## src/hw/rtl/psrl_pkg.sv

```systemverilog
// -----------------------------------------------------------------------------
// Per-source rate limiter package
// Shared types, register map, verdict codes and defaults for the limiter.
// -----------------------------------------------------------------------------
package psrl_pkg;

   localparam int RATE_ENTRIES_DEF = 64;
   localparam int BAN_ENTRIES_DEF  = 64;

   // Slot indexes in the chains are carried at a fixed width of IDX_W = 12 bits.
   localparam int IDX_W = 12;

   localparam int CSR_ADDR_W = 4;
   localparam int CSR_DATA_W = 32;

   localparam logic [15:0] MAX_PER_WINDOW_RST = 16'd60;
   localparam logic [11:0] WINDOW_SECONDS_RST = 12'd60;
   localparam logic [15:0] LOG_THRESHOLD_RST  = 16'd1000;
   localparam logic [31:0] EXEMPT_ADDR_RST    = 32'h7F00_0001;

   localparam logic [15:0] COUNT_MAX = 16'hFFFF;

   typedef enum logic [1:0] {
      REG_MAX_PER_WINDOW = 2'd0,
      REG_WINDOW_SECONDS = 2'd1,
      REG_LOG_THRESHOLD  = 2'd2,
      REG_EXEMPT_ADDR    = 2'd3
   } reg_index_type;

   typedef enum logic [2:0] {
      VERDICT_ACCEPT  = 3'd0,
      VERDICT_DROPPED = 3'd1,
      VERDICT_NEWBAN  = 3'd2,
      VERDICT_BANFULL = 3'd3,
      VERDICT_TABFULL = 3'd4
   } verdict_type;

   typedef enum logic [2:0] {
      ST_IDLE,
      ST_BAN,
      ST_CSTART,
      ST_CNT,
      ST_FIN
   } state_type;

   // Word travelling along the ban chain.
   typedef struct packed {
      logic             tok;
      logic             hit;
      logic             free;
      logic [IDX_W-1:0] idx;
   } ban_link_type;

   // Word travelling along the counter chain.
   typedef struct packed {
      logic             tok;
      logic             hit;
      logic [15:0]      old;
      logic             free;
      logic [IDX_W-1:0] idx;
   } cnt_link_type;

   // Broadcast write into the ban chain.
   typedef struct packed {
      logic             add;
      logic [IDX_W-1:0] idx;
   } ban_cmd_type;

   // Broadcast commands into the counter chain.
   typedef struct packed {
      logic             clear;
      logic             alloc;
      logic [IDX_W-1:0] idx;
   } cnt_cmd_type;

endpackage

```

## src/hw/rtl/psrl_ban_cell.sv

```systemverilog
// -----------------------------------------------------------------------------
// Ban list cell
// Holds one ban entry; checks the passing word for a match and a free slot.
// -----------------------------------------------------------------------------
module psrl_ban_cell #(
   parameter int IDX = 0
) (
   input  logic                   clock,
   input  logic                   reset,
   input  logic [31:0]            query_addr,
   input  psrl_pkg::ban_cmd_type  cmd,
   input  psrl_pkg::ban_link_type link_i,
   output psrl_pkg::ban_link_type link_o
);

   logic                   valid_ff, valid_in;
   logic [31:0]            addr_ff, addr_in;
   psrl_pkg::ban_link_type link_ff, link_in;

   always_comb begin
      link_in  = link_i;
      valid_in = valid_ff;
      addr_in  = addr_ff;
      if (link_i.tok && valid_ff && (addr_ff == query_addr)) begin
         link_in.hit = 1'b1;
      end
      if (link_i.tok && !link_i.free && !valid_ff) begin
         link_in.free = 1'b1;
         link_in.idx  = psrl_pkg::IDX_W'(IDX);
      end
      if (cmd.add && (cmd.idx == psrl_pkg::IDX_W'(IDX))) begin
         valid_in = 1'b1;
         addr_in  = query_addr;
      end
   end

   always_ff @(posedge clock) begin
      if (reset) begin
         valid_ff <= 1'b0;
         link_ff  <= '0;
      end else begin
         valid_ff <= valid_in;
         link_ff  <= link_in;
      end
      addr_ff <= addr_in;
   end

   assign link_o = link_ff;

endmodule

```

## config.mk

```make
export PLATFORM = sky130hd
export DESIGN_NAME = psrl_ban_cell
export DESIGN_NICKNAME = d
export VERILOG_FILES = /design/src/hw/rtl/psrl_pkg.sv /design/src/hw/rtl/psrl_ban_cell.sv
export SDC_FILE = /design/constraint.sdc
export NUM_CORES = 1
export LEC_CHECK = 0
export BUFFER_PORTS_ARGS = -buffer_cell sky130_fd_sc_hd__buf_2
export CAP_MARGIN = 20
export CORE_ASPECT_RATIO = 0.5
export CORE_UTILIZATION = 46
export DETAILED_ROUTE_END_ITERATION = 8
export PLACE_DENSITY = 0.77
export SETUP_SLACK_MARGIN = 0.5
export SYNTH_ARGS = -nofsm -noshare
export SYNTH_HDL_FRONTEND = slang
export SYNTH_SLANG_ARGS = --single-unit
```

## constraint.sdc

```tcl
create_clock -name clock -period 5.4 [get_ports clock]
set_input_delay 0.54 -clock clock [delete_from_list [all_inputs] [get_ports clock]]
set_output_delay 0.54 -clock clock [all_outputs]
set_load 0.05 [all_outputs]
```

==> flow_metrics.py <==
metrics = {
    "outcome": {
        "outcome": "completed",
    },
    "placement": {
        "gp_congestion": 0.6987,
        "io_buffers": 76,
        "dp.cells": 245,
        "place_ws_ns": 3.240,
        "dp_hpwl_mm": 2.311,
        "placed_area_mm2": 0.002268,
    },
    "route": {
        "wl_per_cell_um": 11.72,
        "num_vias": 1158,
        "drc": 0,
        "drt-initial-drc-count": 49,
        "drt_pass1_iterations": 4,
        "wirelength_mm": 2.966,
        "topRoutingLayerUsed": "met4",
        "wl_met1_mm": 1.247,
        "ant_nets": 0,
        "viasPerCell": 4.577,
        "dr_wl_met3_um": 170,
        "wl_met2_mm": 1.470,
    },
    "timing": {
        "setup-tns-final_ns": 0,
        "fmax_ghz": 0.5450,
        "hold_ws_ns": 0.4373,
        "slew_headroom": 0.5506,
        "drv_slew": 0,
        "period_share": 0.3398,
        "fin_worst_skew_ns": 0.003230,
        "worstMarginPinSlew_ns": 0.6710,
        "hold_violations": 0,
        "period_minus_slack_ns": 1.835,
        "finalWorstSetupSlack_ns": 3.565,
        "grt_setup_unrepaired": "false",
        "setup_viol": 0,
    },
    "cells_and_area": {
        "post-route-util": 0.6545,
        "nets": 263,
        "stdcell_area_mm2": 0.002359,
        "drive_above_1_share": 0.4406,
        "area_growth_pct": 30.00,
        "final_cells": 253,
        "num_antenna_cells": 0,
    },
    "yosys": {
        "synth_seq_cells": 48,
        "synth_edf_count": 32,
        "yosys.area.top_type": "edfxtp_1",
        "syn_nets": 180,
        "ys_async_sr_fraction": 0,
        "synth_cells": 118,
        "synth_top_area_share": 0.5297,
        "ys_types": 21,
        "yosysWarningCount": 0,
        "synth_most_common_cell": "edfxtp_1",
        "yosysSeqAreaShare": 0.7062,
        "synth_common_cells": "edfxtp_1 (32), xor2_1 (20), dfxtp_1 (16), and2_1 (12), xnor2_1 (12)",
        "avgSynthCellArea_um2": 15.37,
        "synthFlopType": "edfxtp_1",
        "synthesis.area_mm2": 0.001814,
        "synth_area_leaders": "edfxtp_1 (53%), dfxtp_1 (18%), xor2_1 (9.7%)",
    },
    "clock_tree": {
        "cts-root-buf": "clkbuf_8",
        "post_cts_buffers": 0,
        "clk_latency_ns": 0.30,
        "cts_resized": 0,
        "clk_pin_slew_ns": 0.08,
        "clk_path_buf_depth": 2,
        "cts.sinks": 48,
        "cts_buffers": 5,
        "cts_tree": "yes",
        "htree_levels": 2,
        "postCtsHoldBufs": 0,
    },
    "critical_path": {
        "cp_slowest_stage_delay_ns": 0.52,
        "cp_slowest_cell": "or4_1",
        "worst_ep_arrival_time_ns": 1.79,
        "rr_startpoint": "addr_ff[19]",
        "crit_buf_inv": 2,
        "r2r_cells": 5,
        "cp-start-kind": "input port",
        "reg2reg_to": "link_o[13]",
        "cp-end-kind": "flip-flop",
        "r2r_slack_ns": 3.73,
        "path_cells": "buf_2 -> or4_1 -> nor4_2 -> buf_4",
        "path_max_fanout": 33,
        "cp_top_family": "simple AND/OR/NAND/NOR gates",
        "cp.required_ns": 5.36,
        "cp.depth": 4,
        "criticalPathCategory": "input port to flip-flop",
    },
    "global_route": {
        "grt_antenna_before_repair": 0,
        "grt_pass1_wl_mm": 4.761,
        "grt_overflow": 0,
        "first_global_vias": 1120,
        "grt_use_total": 0.1591,
        "grt_max_degree": 34,
    },
    "worst_hold_path": {
        "hold_depth": 2,
        "hp-class": "input port to flip-flop",
        "min_to": "link_o[7]",
        "min_from": "link_i[7]",
    },
    "die": {
        "num_rows": 15,
        "die_h_um": 46.41,
        "floorplan.initialDensity": 0.5035,
        "die_x_um": 90.82,
        "die_area_mm2": 0.004214,
        "io-pin-count": 77,
        "core_mm2": 0.003603,
    },
    "pwr": {
        "internal_power_mw": 0.5313,
        "finalPower_mw": 0.6830,
        "swShare": 0.2222,
        "p_leak_nw": 0.9606,
        "power_frac_comb": 0.106,
        "clockPowerShare": 0.311,
        "peakVddDrop_uv": 143.4,
        "p_per_area_mw_per_mm2": 289.6,
        "p_seq_frac": 0.582,
        "p_switching_mw": 0.1517,
    },
    "run": {
        "drv_cap": 0,
    },
}
## how the worst max path moves through the flow
stage	endpoint	start	slack, ns
finish	addr_ff[10]	cmd[5]	3.57
global route	addr_ff[10]	cmd[5]	3.50
CTS	addr_ff[15]	cmd[5]	3.57
detailed placement	addr_ff[11]	cmd[5]	3.24
global placement	addr_ff[10]	cmd[5]	3.26
floorplan	addr_ff[0]	cmd[5]	0.65
## routing by layer
metal / vias up / track usage
li1: 582 / -
met1: 527 / 0.1697
met4: 0 / 0.1048
met3: 8 / 0.05446
met5: - / 0
met2: 41 / 0.2864
## flip-flops by register name, indices dropped and copies added (netlist names)
signal and flops:
addr_ff 32, link_o 15, valid_ff 1
## kinds of logic after synthesis
kind of cell,share of synthesized area
flip-flops,0.7062
XOR/XNOR,0.1545
AND/OR/NAND/NOR,0.1124
AO/OA/AOI/OAI,0.01862
buffers and inverters,0.008273
## layout by cell type, fill, tap and decap left out, types with 2 or more instances in the layout
cell type  count
and2_1        12
buf_2         76
clkbuf_1       2
clkbuf_8       6
dfxtp_1       16
edfxtp_1      32
inv_1          3
nand4_1        4
nor4_1         2
nor4_2         4
or4_1          2
xnor2_1       12
xor2_1        20
## power by group through the flow
stage | combinational [mW] | sequential (mW) | clock (mW)
6_report | 0.0727 | 0.398 | 0.212
3_5_place_dp | 0.0736 | 0.406 | 0
4_1_cts | 0.0737 | 0.398 | 0.221
5_1_grt | 0.0792 | 0.399 | 0.238
3_3_place_gp | 0.0722 | 0.406 | 0
2_1_floorplan | 0.0169 | 0.428 | 0
## final cells by class
| cell class | instances | area (um2) |
|---|---|---|
| multi-input combinational | 66 | 524.3 |
| fill | 306 | 1245 |
| clock buffer | 8 | 90.09 |
| sequential | 48 | 1281 |
| inverter | 3 | 11.26 |
| timing repair buffer | 77 | 387.9 |
| tap | 51 | 63.81 |
Power figures use the tool's default switching activity.
