<file path="src/hw/rtl/psrl_pkg.sv">
// -----------------------------------------------------------------------------
// Per-source rate limiter package
// Shared types, register map, verdict codes and defaults for the limiter.
// -----------------------------------------------------------------------------
package psrl_pkg;

   localparam int RATE_ENTRIES_DEF = 64;
   localparam int BAN_ENTRIES_DEF  = 64;

   // Slot indexes in the chains are carried at a fixed width of IDX_W = 12 bits.
   localparam int IDX_W = 12;

   localparam int CSR_ADDR_W = 4;
   localparam int CSR_DATA_W = 32;

   localparam logic [15:0] MAX_PER_WINDOW_RST = 16'd60;
   localparam logic [11:0] WINDOW_SECONDS_RST = 12'd60;
   localparam logic [15:0] LOG_THRESHOLD_RST  = 16'd1000;
   localparam logic [31:0] EXEMPT_ADDR_RST    = 32'h7F00_0001;

   localparam logic [15:0] COUNT_MAX = 16'hFFFF;

   typedef enum logic [1:0] {
      REG_MAX_PER_WINDOW = 2'd0,
      REG_WINDOW_SECONDS = 2'd1,
      REG_LOG_THRESHOLD  = 2'd2,
      REG_EXEMPT_ADDR    = 2'd3
   } reg_index_type;

   typedef enum logic [2:0] {
      VERDICT_ACCEPT  = 3'd0,
      VERDICT_DROPPED = 3'd1,
      VERDICT_NEWBAN  = 3'd2,
      VERDICT_BANFULL = 3'd3,
      VERDICT_TABFULL = 3'd4
   } verdict_type;

   typedef enum logic [2:0] {
      ST_IDLE,
      ST_BAN,
      ST_CSTART,
      ST_CNT,
      ST_FIN
   } state_type;

   // Word travelling along the ban chain.
   typedef struct packed {
      logic             tok;
      logic             hit;
      logic             free;
      logic [IDX_W-1:0] idx;
   } ban_link_type;

   // Word travelling along the counter chain.
   typedef struct packed {
      logic             tok;
      logic             hit;
      logic [15:0]      old;
      logic             free;
      logic [IDX_W-1:0] idx;
   } cnt_link_type;

   // Broadcast write into the ban chain.
   typedef struct packed {
      logic             add;
      logic [IDX_W-1:0] idx;
   } ban_cmd_type;

   // Broadcast commands into the counter chain.
   typedef struct packed {
      logic             clear;
      logic             alloc;
      logic [IDX_W-1:0] idx;
   } cnt_cmd_type;

endpackage

</file>
<file path="src/hw/rtl/psrl_cnt_cell.sv">
// -----------------------------------------------------------------------------
// Counter cell
// Holds one per-source counter; counts a matching word and reports free slots.
// -----------------------------------------------------------------------------
module psrl_cnt_cell #(
   parameter int IDX = 0
) (
   input  logic                   clock,
   input  logic                   reset,
   input  logic [31:0]            query_addr,
   input  psrl_pkg::cnt_cmd_type  cmd,
   input  psrl_pkg::cnt_link_type link_i,
   output psrl_pkg::cnt_link_type link_o
);

   logic                   valid_ff, valid_in;
   logic [31:0]            addr_ff, addr_in;
   logic [15:0]            value_ff, value_in;
   psrl_pkg::cnt_link_type link_ff, link_in;

   always_comb begin
      link_in  = link_i;
      valid_in = valid_ff;
      addr_in  = addr_ff;
      value_in = value_ff;
      if (link_i.tok && valid_ff && (addr_ff == query_addr)) begin
         link_in.hit = 1'b1;
         link_in.old = value_ff;
         if (value_ff != psrl_pkg::COUNT_MAX) begin
            value_in = value_ff + 16'd1;
         end
      end
      if (link_i.tok && !link_i.free && !valid_ff) begin
         link_in.free = 1'b1;
         link_in.idx  = psrl_pkg::IDX_W'(IDX);
      end
      if (cmd.clear) begin
         valid_in = 1'b0;
      end
      if (cmd.alloc && (cmd.idx == psrl_pkg::IDX_W'(IDX))) begin
         // A new source starts at zero and has just been counted once.
         valid_in = 1'b1;
         addr_in  = query_addr;
         value_in = 16'd1;
      end
   end

   always_ff @(posedge clock) begin
      if (reset) begin
         valid_ff <= 1'b0;
         link_ff  <= '0;
      end else begin
         valid_ff <= valid_in;
         link_ff  <= link_in;
      end
      addr_ff  <= addr_in;
      value_ff <= value_in;
   end

   assign link_o = link_ff;

endmodule

</file>
<file path="config.mk">
export PLATFORM = sky130hd
export DESIGN_NAME = psrl_cnt_cell
export DESIGN_NICKNAME = d
export VERILOG_FILES = /design/src/hw/rtl/psrl_pkg.sv /design/src/hw/rtl/psrl_cnt_cell.sv
export SDC_FILE = /design/constraint.sdc
export NUM_CORES = 1
export LEC_CHECK = 0
export BUFFER_PORTS_ARGS = -buffer_cell sky130_fd_sc_hd__buf_2
export CAP_MARGIN = 0
export CELL_PAD_IN_SITES_DETAIL_PLACEMENT = 0
export CELL_PAD_IN_SITES_GLOBAL_PLACEMENT = 1
export CORE_ASPECT_RATIO = 0.5
export CORE_MARGIN = 1
export CORE_UTILIZATION = 40
export DETAILED_ROUTE_END_ITERATION = 10
export MAX_ROUTING_LAYER = met4
export PLACE_DENSITY = 0.84
export SYNTH_ARGS = -nofsm -noshare
export SYNTH_HDL_FRONTEND = slang
export SYNTH_SLANG_ARGS = --single-unit
export TNS_END_PERCENT = 30
</file>
<file path="constraint.sdc">
create_clock -name clock -period 6.1 [get_ports clock]
set_input_delay 0.61 -clock clock [delete_from_list [all_inputs] [get_ports clock]]
set_output_delay 0.61 -clock clock [all_outputs]
set_load 0.005 [all_outputs]
</file>
==> impl_metrics.env <==
export IMPL_status="finished, final reports clean"
export IMPL_antenna_found_initial=0
export IMPL_die_x_um=129
export IMPL_ys_seq_area_frac=0.592
export IMPL_overflow=0
export IMPL_synthTopCellsByArea="dfxtp_1 30%, edfxtp_1 30%, xnor2_1 5.7%, mux2i_1 5.2%, nor2_1 3.6%"
export IMPL_total_power_mw=1.21
export IMPL_firstDrtPassIters=4
export IMPL_n_antenna_cell=0
export IMPL_grt_max_degree=47
export IMPL_drt_iter0_markers=133
export IMPL_endpoint_kind="flop"
export IMPL_cts_buffer_depth=2
export IMPL_postSynthAreaPerCell_um2=11.4
export IMPL_start_kind="input port"
export IMPL_cts_buffers=9
export IMPL_clkLatencyLatePin_ps=340
export IMPL_skew_ps=5.29
export IMPL_preCtsSetupSlack_ps=2890
export IMPL_maxCapViolCount=0
export IMPL_drt_wl_total_um=6880
export IMPL_start_util=0.427
export IMPL_clock_fmax_mhz=350
export IMPL_fp_dieH_um=65.7
export IMPL_synth_main_ff_cell="dfxtp_1"
export IMPL_max_stage_delay_ps=790
export IMPL_via_per_inst=4.91
export IMPL_postSynthCellCount=285
export IMPL_grt_usage=0.182
export IMPL_grt_pass1_wl_um=11100
export IMPL_layout_drive_gt1_share=0.319
export IMPL_cp_slowest_cell="nand4_2"
export IMPL_cts_sinks=80
export IMPL_yosysTopAreaCell="dfxtp_1"
export IMPL_power_density_nw_per_um2=287
export IMPL_ys_async_sr_fraction=0
export IMPL_num_io_pins=110
export IMPL_clock_root_buffer="clkbuf_16"
export IMPL_synth_edf_count=32
export IMPL_yosys_area_top_type_share=0.296
export IMPL_p_leak_nw=1.87
export IMPL_htree_levels=3
export IMPL_syn_num_nets=365
export IMPL_synth_cell_types=41
export IMPL_fillCellCount=677
export IMPL_num_vias=2485
export IMPL_rows=22
export IMPL_hp_class="in2reg"
export IMPL_cts_setup_buffers=0
export IMPL_cts_tree="done"
export IMPL_tightestPinTransition_ps=880
export IMPL_clk_pin_slew_worst_paths_ps=60
export IMPL_crit_path_max_fanout=23
export IMPL_path_cells="buf_2 > xnor2_1 > o21ai_0 > nor4_1 > nand4_2 > or4_1 > a21oi_1"
export IMPL_ant_nets=0
export IMPL_synth_warnings=0
export IMPL_period_minus_slack_ps=2860
export IMPL_die_area_um2=8500
export IMPL_hold_ws_ps=464
export IMPL_syn_area_um2=3250
export IMPL_ys_seq_elements=80
export IMPL_hold_viol=0
export IMPL_setup_viol=0
export IMPL_worstSetupPathType="in2reg"
export IMPL_coreArea_um2=7600
export IMPL_numPortBuffers=109
export IMPL_fin_crit_sh=0.469
export IMPL_grt_pass1_vias=2329
export IMPL_area_delta_synth_final_pct=29.3
export IMPL_finalNetCount=473
export IMPL_cts_resized=0
export IMPL_gp_congestion=0.789
export IMPL_ir_drop_mv=0.161
export IMPL_drc=0
export IMPL_rsz0062_at_grt="no"
export IMPL_tns_ps=0
export IMPL_relSlewSlack=0.412
export IMPL_ctsHoldBuffers=0
export IMPL_critical_path_required_ps=6370
export IMPL_fin_ws_ps=3240
export IMPL_wl_per_cell_um=13.6
export IMPL_finish_utilization=0.552
export IMPL_hpwl_um=5050
export IMPL_critPathArrivalTime_ps=3130
export IMPL_slew_violations=0
==> metrics by stage <==
step	std cells	instance area [µm²]
floorplan	285	3250
global placement	490	3870
detailed placement	490	3870
CTS	506	4200
global route	506	4200
finish	506	4200
==> cells in the mapped netlist (5+ instances only) <==
master,count
nand2_1,12
and2_1,12
edfxtp_1,32
xnor2_1,21
nor3_1,5
nor2_1,31
inv_1,9
mux2i_1,17
a41o_1,5
dfxtp_1,48
xor2_1,8
nand3_1,5
a31oi_1,6
nand4_1,8
clkbuf_1,7
a21oi_1,12
==> state kept, by name, summed over array words and instances, names as in the netlist <==
name,count
link_o,31
valid_ff,1
value_ff,16
addr_ff,32
==> cells in the final DEF (no fill, tap or decap), types with 2 or more instances in the layout <==
cell type,instances
a21oi_1,12
a31oi_1,6
nand3_1,5
mux2i_1,17
and4_1,4
dfxtp_1,48
a311oi_1,3
nor2_1,31
o21ai_1,2
nand2_1,12
clkbuf_16,9
xor2_1,8
xnor2_1,21
bufinv_16,2
nand2b_1,2
a41o_1,5
inv_1,9
nand4_1,8
and3_1,4
and2_1,12
nor3_1,5
edfxtp_1,32
nor4_1,4
clkinv_4,3
nand4b_1,4
buf_2,109
o41ai_1,4
==> power by group <==
part	internal, mW	switching, mW
logic	0.0373	0.0278
clock network	0.360	0.211
registers	0.566	0.00268
==> worst paths after layout <==
path / slack, ps / to / cells after the start / startpoint
worst max-delay path: 3240 / value_ff[5] / 7 / query_addr[31]
worst min-delay path: 460 / addr_ff[11] / 1 / query_addr[11]
worst max register to register: 3250 / value_ff[5] / 6 / addr_ff[31]
worst min register to register: 500 / valid_ff / 2 / valid_ff
==> cells by family after synthesis <==
kind of cell             after synthesis  synth area share
AND/OR/NAND/NOR                       98             0.163
flip-flops                            80             0.592
AO/OA/AOI/OAI                         38            0.0817
XOR/XNOR                              29            0.0783
buffers and inverters                 22            0.0289
multiplexers                          17            0.0524
adder cells (fa/ha/maj)                1           0.00385
==> worst max-delay path, delay by kind of cell <==
kind	cells	cell delay [ps]
and+or+nand+nor	3	2020
buffers and inverters	1	110
AOI/OAI and AO/OA	2	230
xor gates and xnor gates	1	130
==> metal layers <==
metal  vias to the layer above  wire length [µm]  GRT usage
met1                      1150              3250      0.223
met2                        71              3100      0.280
met3                         5               473     0.0627
met5                         -                 0          -
li1                       1259                 -          -
met4                         0                62     0.0662
==> final cells by class <==
type,instances,area [µm²],area share
Sequential cell,80,1920,0.458
Multi-Input combinational cell,183,1230,0.293
Timing Repair Buffer,110,553,0.132
Clock buffer,10,229,0.0546
Tap cell,108,135,0.0322
Clock inverter,6,93.8,0.0224
Inverter,9,33.8,0.00805
(Power assumes the default switching activity.)
